===== config.mk =====
export PLATFORM = sky130hd
export DESIGN_NAME = uasp_queue
export DESIGN_NICKNAME = d
export VERILOG_FILES = /design/src/sv/uasp_pkg.sv /design/src/sv/uasp_queue.sv
export SDC_FILE = /design/constraint.sdc
export NUM_CORES = 1
export LEC_CHECK = 0
export ABC_AREA = 0
export ABC_CLOCK_PERIOD_IN_PS = 7750
export BUFFER_PORTS_ARGS = -buffer_cell sky130_fd_sc_hd__buf_2
export CORE_ASPECT_RATIO = 1.2
export CORE_MARGIN = 10
export CORE_UTILIZATION = 50
export DETAILED_ROUTE_END_ITERATION = 7
export PLACE_DENSITY = 0.68
export SLEW_MARGIN = 20
export SYNTH_ARGS = -nofsm -noshare
export SYNTH_HDL_FRONTEND = slang
export SYNTH_SLANG_ARGS = --single-unit
export TNS_END_PERCENT = 5

===== constraint.sdc =====
create_clock -name clk -period 7.75 [get_ports clk]
set_input_delay 0.3875 -clock clk [delete_from_list [all_inputs] [get_ports clk]]
set_output_delay 0.3875 -clock clk [all_outputs]
set_load 0.02 [all_outputs]

===== src/sv/uasp_pkg.sv =====
// ----------------------------------------------------------------------------
// uasp_pkg: shared types and codes of the ustar archive stream parser
// Holds the word formats of both channels and the result and error codes.
// ----------------------------------------------------------------------------
package uasp_pkg;

    localparam int POS_W = 40;
    localparam int LEN_W = 40;
    localparam int SIZE_W = 36;
    localparam int MODE_W = 24;

    localparam logic [2:0] KIND_FILE = 3'd0;
    localparam logic [2:0] KIND_DIR = 3'd1;
    localparam logic [2:0] KIND_DATA = 3'd2;
    localparam logic [2:0] KIND_FINISH = 3'd3;
    localparam logic [2:0] KIND_ERROR = 3'd4;

    localparam logic [2:0] ERR_MAGIC = 3'd0;
    localparam logic [2:0] ERR_SIZE = 3'd1;
    localparam logic [2:0] ERR_MODE = 3'd2;
    localparam logic [2:0] ERR_TRUNC = 3'd3;
    localparam logic [2:0] ERR_PATH = 3'd4;

    localparam logic [1:0] PH_HEADER = 2'd0;
    localparam logic [1:0] PH_DATA = 2'd1;
    localparam logic [1:0] PH_DONE = 2'd2;

    localparam logic [1:0] OCT_SKIP = 2'd0;
    localparam logic [1:0] OCT_DIGITS = 2'd1;
    localparam logic [1:0] OCT_END = 2'd2;
    localparam logic [1:0] OCT_BAD = 2'd3;

    localparam logic [1:0] CL_OTHER = 2'd0;
    localparam logic [1:0] CL_DOT = 2'd1;
    localparam logic [1:0] CL_SLASH = 2'd2;

    typedef struct packed {
        logic [7:0] archive_byte;
        logic       start_of_archive;
    } in_word_t;

    typedef struct packed {
        logic [2:0]        result_kind;
        logic [SIZE_W-1:0] entry_size;
        logic              is_executable;
        logic [7:0]        file_byte;
        logic [2:0]        error_code;
        logic              last_of_run;
    } out_word_t;

    typedef struct packed {
        logic [1:0] count;
        out_word_t  first;
        out_word_t  second;
    } emit_t;

endpackage


===== src/sv/uasp_queue.sv =====
// ----------------------------------------------------------------------------
// uasp_queue: result queue
// Takes up to two result words per cycle and hands them out one at a time.
// ----------------------------------------------------------------------------
module uasp_queue (
    input  logic                clk,
    input  logic                rst_n,
    input  uasp_pkg::emit_t     emit,
    input  logic                pop,
    output logic                empty,
    output logic                nearly_full,
    output uasp_pkg::out_word_t result
);

    uasp_pkg::out_word_t mem [8];
    logic [2:0] wp_reg, wp_next;
    logic [2:0] rp_reg, rp_next;
    logic [3:0] cnt_reg, cnt_next;
    logic       take;

    assign empty = cnt_reg == 4'd0;
    assign nearly_full = cnt_reg > 4'd6;
    assign result = mem[rp_reg];
    assign take = pop && !empty;

    always_comb
    begin
        wp_next = wp_reg + 3'(emit.count);
        rp_next = rp_reg + 3'(take);
        cnt_next = cnt_reg + 4'(emit.count) - 4'(take);
    end

    always_ff @(posedge clk)
    begin
        if (emit.count != 2'd0) mem[wp_reg] <= emit.first;
        if (emit.count == 2'd2) mem[wp_reg + 3'd1] <= emit.second;
    end

    always_ff @(posedge clk or negedge rst_n)
    begin
        if (!rst_n) begin
            wp_reg <= '0;
            rp_reg <= '0;
            cnt_reg <= '0;
        end else begin
            wp_reg <= wp_next;
            rp_reg <= rp_next;
            cnt_reg <= cnt_next;
        end
    end

endmodule


==> run summary <==
### Outcome
- result of the run: complete, no violations

### Timing
- summed negative setup slack over all endpoints: 0 ns
- transition time at the pin with the least slew margin: 1.07 ns
- final count of negative-setup-slack endpoints: 0
- setup repair after global routing missed its margin: false
- post-route fraction of the period consumed by the critical path: 48.1%
- achievable clock frequency: 268 MHz
- final hold viol count: 0
- worst clock skew on the final layout: 0.0129 ns
- Relative slew margins: 28.7%
- time the worst path needs with I/O delays and setup: 3.73 ns
- fin. max-slew vios: 0

### Worst setup path
- r2r endpoint: mem[5][22]
- launch point of the critical path: rp_reg[2]
- number of cells traversed by the worst register-to-register path: 5
- Setup crit start kind: register
- register-to-register setup slack: 4.17 ns
- CP Data Arrival Time: 3.34 ns
- Critical path destination: result[1]
- top fanout value on the critical path: 66
- kind of critical path: register to primary output
- R2R Path Start: wp_reg[0]
- Worst EP required: 7.36 ns
- crit path capture type: primary output

### Pwr
- Peak supply drop: 274 uV
- PD cells: 385 nW/um^2
- Clk pwr share: 21.6%
- sequential power share: 40.3%
- Leak Pwr: 8.26 nW
- Power Internal: 6.12 mW
- logic gate share of total power: 38.1%
- power dissipated by switching net loads: 3.13 mW
- net switching share of the total power: 33.9%

### Logic synthesis
- share of synthesized flip-flops with an asynchronous set or reset: 2.35%
- cells after synthesis: 1,132
- number of enable-type register cells in the synthesized netlist: 416
- Post-Syn Area per Cell: 18.9 sq um
- synthesized cell area: 21,400 sq um
- most used flip-flop cell after synthesis: edfxtp_1
- FF+latch count, synth: 426
- Warnings, synthesis: 0
- number of nets in the synthesized netlist: 1,254
- sequential fraction of the synthesis area: 59.5%
- synth unique cells: 34

### GRT
- wire length of the first global-routing pass: 77.6 mm
- number of antenna violations at the first check in global routing: 12
- overall track demand over capacity in global routing: 19.6%
- via count of the first global-routing pass: 12,500
- pin count of the biggest net entering global routing: 67
- total gr overflow: 0

### Cells and area
- layout cells sized above 1: 62.5%
- Post-layout nets: 1,408
- area of the multi-input gates: 8270 sq um
- most frequent cells in the layout: mux2_2 (454), edfxtp_1 (416), buf_2 (162)
- Area growth syn-to-layout: 12.3%
- leading cell type in the layout, fill and taps excluded: mux2_2
- post-layout instance area: 24,000 sq um
- Register Area: 12,800 sq um
- number of fill cells: 3,319
- flip-flop count of the largest register, all copies and words added: 416

### Detailed routing
- DRT antenna net count: 0
- vias post-DR: 11,200
- number of DRC violations after detailed routing: 0
- DR iter-0 viols: 710
- DR pass1 iterations: 5
- routed wire length: 50.7 mm
- drt via density: 5.99
- Routed WL per cell: 27.1 um

### Clock network
- postcts setup bufs: 0
- number of levels the H-tree was split into: 2
- buffer cell driving the clock tree root: clkbuf_16
- Worst-Skew Late Latency: 0.55 ns
- clk slew on worst S/H paths: 0.06 ns
- maximum clock insertion buffer count: 3
- clock sink total: 426
- Resized Gates After CTS: 0
- total CTS buffers: 43
- clock tree from TritonCTS: done

### Min path
- Min-Delay Path Class: primary input to register

### Placement
- placed standard-cell area: 22,700 sq um
- post-detailed-placement half-perimeter wirelength: 28.6 mm
- Port Buf Inserts: 162
- routability congestion estimate from global placement: 0.747

### Floorplanning
- total I/O pin count: 163
- number of placement rows: 83
- width of the die: 209 um
- die span in y: 247 um
- die outline area: 51,500 sq um
- Core Area: 42,600 sq um
- starting utilization of the core area: 50.3%

### Run
- Max-Cap Viols: 0

==> cells by family (layout without fill, tap and decap cells) <==
| family | count (synthesis) | count (layout) | synth area share, % |
|---|---|---|---|
| mux | 572 | 572 | 35.7 |
| flops | 426 | 426 | 59.5 |
| buf+inv | 83 | 267 | 2.47 |
| simple gates | 19 | 19 | 0.684 |
| fa+ha+maj | 13 | 13 | 0.830 |
| compound gates | 13 | 13 | 0.362 |
| xor+xnor | 6 | 6 | 0.421 |
| other cells | 0 | 1 | 0 |
==> worst max-delay path: stages (launching register included) <==
cell and delay (ns):
dfrtp_4 0.89, buf_4 0.94, mux4_2 0.43, mux2_2 0.32, buf_2 0.17
==> per-stage QoR <==
stage	power [mW]	setup WS, ns	std cells	hold slack [ns]	utilization [%]
after floorplan	6.24	2.66	1132	0.0919	-
after global placement	7.31	4.23	1792	0.264	53.3
after detailed placement	7.38	4.16	1792	0.263	53.3
after CTS	9.38	3.93	1868	0.182	56.5
after global routing	9.71	3.90	1869	0.219	56.5
final	9.25	4.02	1869	0.214	56.5
==> synthesized netlist by cell type (3+ instances only) <==
cell / count / share of area (%)
buf_1: 3 / 0.053
buf_2: 26 / 0.61
buf_4: 7 / 0.25
buf_6: 21 / 1.1
clkbuf_1: 14 / 0.25
dfrtp_1: 10 / 1.2
edfxtp_1: 416 / 58
ha_1: 11 / 0.64
inv_1: 12 / 0.21
mux2_1: 5 / 0.26
mux2_2: 454 / 24
mux2_4: 9 / 0.63
mux4_2: 104 / 11
nand2_1: 4 / 0.070
nand2_2: 6 / 0.18
o21ai_0: 6 / 0.14
xor2_1: 3 / 0.12
==> per-layer routing <==
layer | part of all wire, % | track usage [%]
met5 | 0.18 | 0
met4 | 1.6 | 4.49
met3 | 5.1 | 3.86
met2 | 51 | 33.5
met1 | 42 | 25.5
==> power by group through the flow <==
stage | Combinational [mW] | Sequential (mW) | Clock [mW]
final | 3.52 | 3.73 | 2.00
after floorplan | 2.62 | 3.63 | 0
after detailed placement | 3.59 | 3.79 | 0
after global placement | 3.55 | 3.76 | 0
after CTS | 3.60 | 3.74 | 2.04
after global routing | 3.79 | 3.80 | 2.12
==> timing repair <==
| action | in CTS | in global routing |
|---|---|---|
| endpoints found under the setup margin | 0 | 0 |
| hold buffers | 1 | 0 |
| hold endpoints to repair | 10 | 0 |
==> worst min-delay path by stage <==
stage / from / end / slack, ns / cells past startpoint
detailed placement: rst_n / cnt_reg[0] / 0.26 / 1
global placement: rst_n / cnt_reg[0] / 0.26 / 1
floorplan: rst_n / cnt_reg[0] / 0.09 / 0
global route: emit[104] / wp_reg[0] / 0.22 / 2
CTS: emit[104] / cnt_reg[0] / 0.18 / 2
finish: emit[104] / cnt_reg[0] / 0.21 / 2
==> area by class of cell <==
type                            instances  share of cell area, %
Clock inverter                         12                  0.422
Timing Repair Buffer                  180                   3.96
Inverter                               12                  0.187
Tap cell                              552                   2.87
Sequential cell                       426                   53.0
Clock buffer                           63                   5.09
Multi-Input combinational cell        623                   34.4
Antenna cell                            1                 0.0104
(Power assumes the default switching activity.)
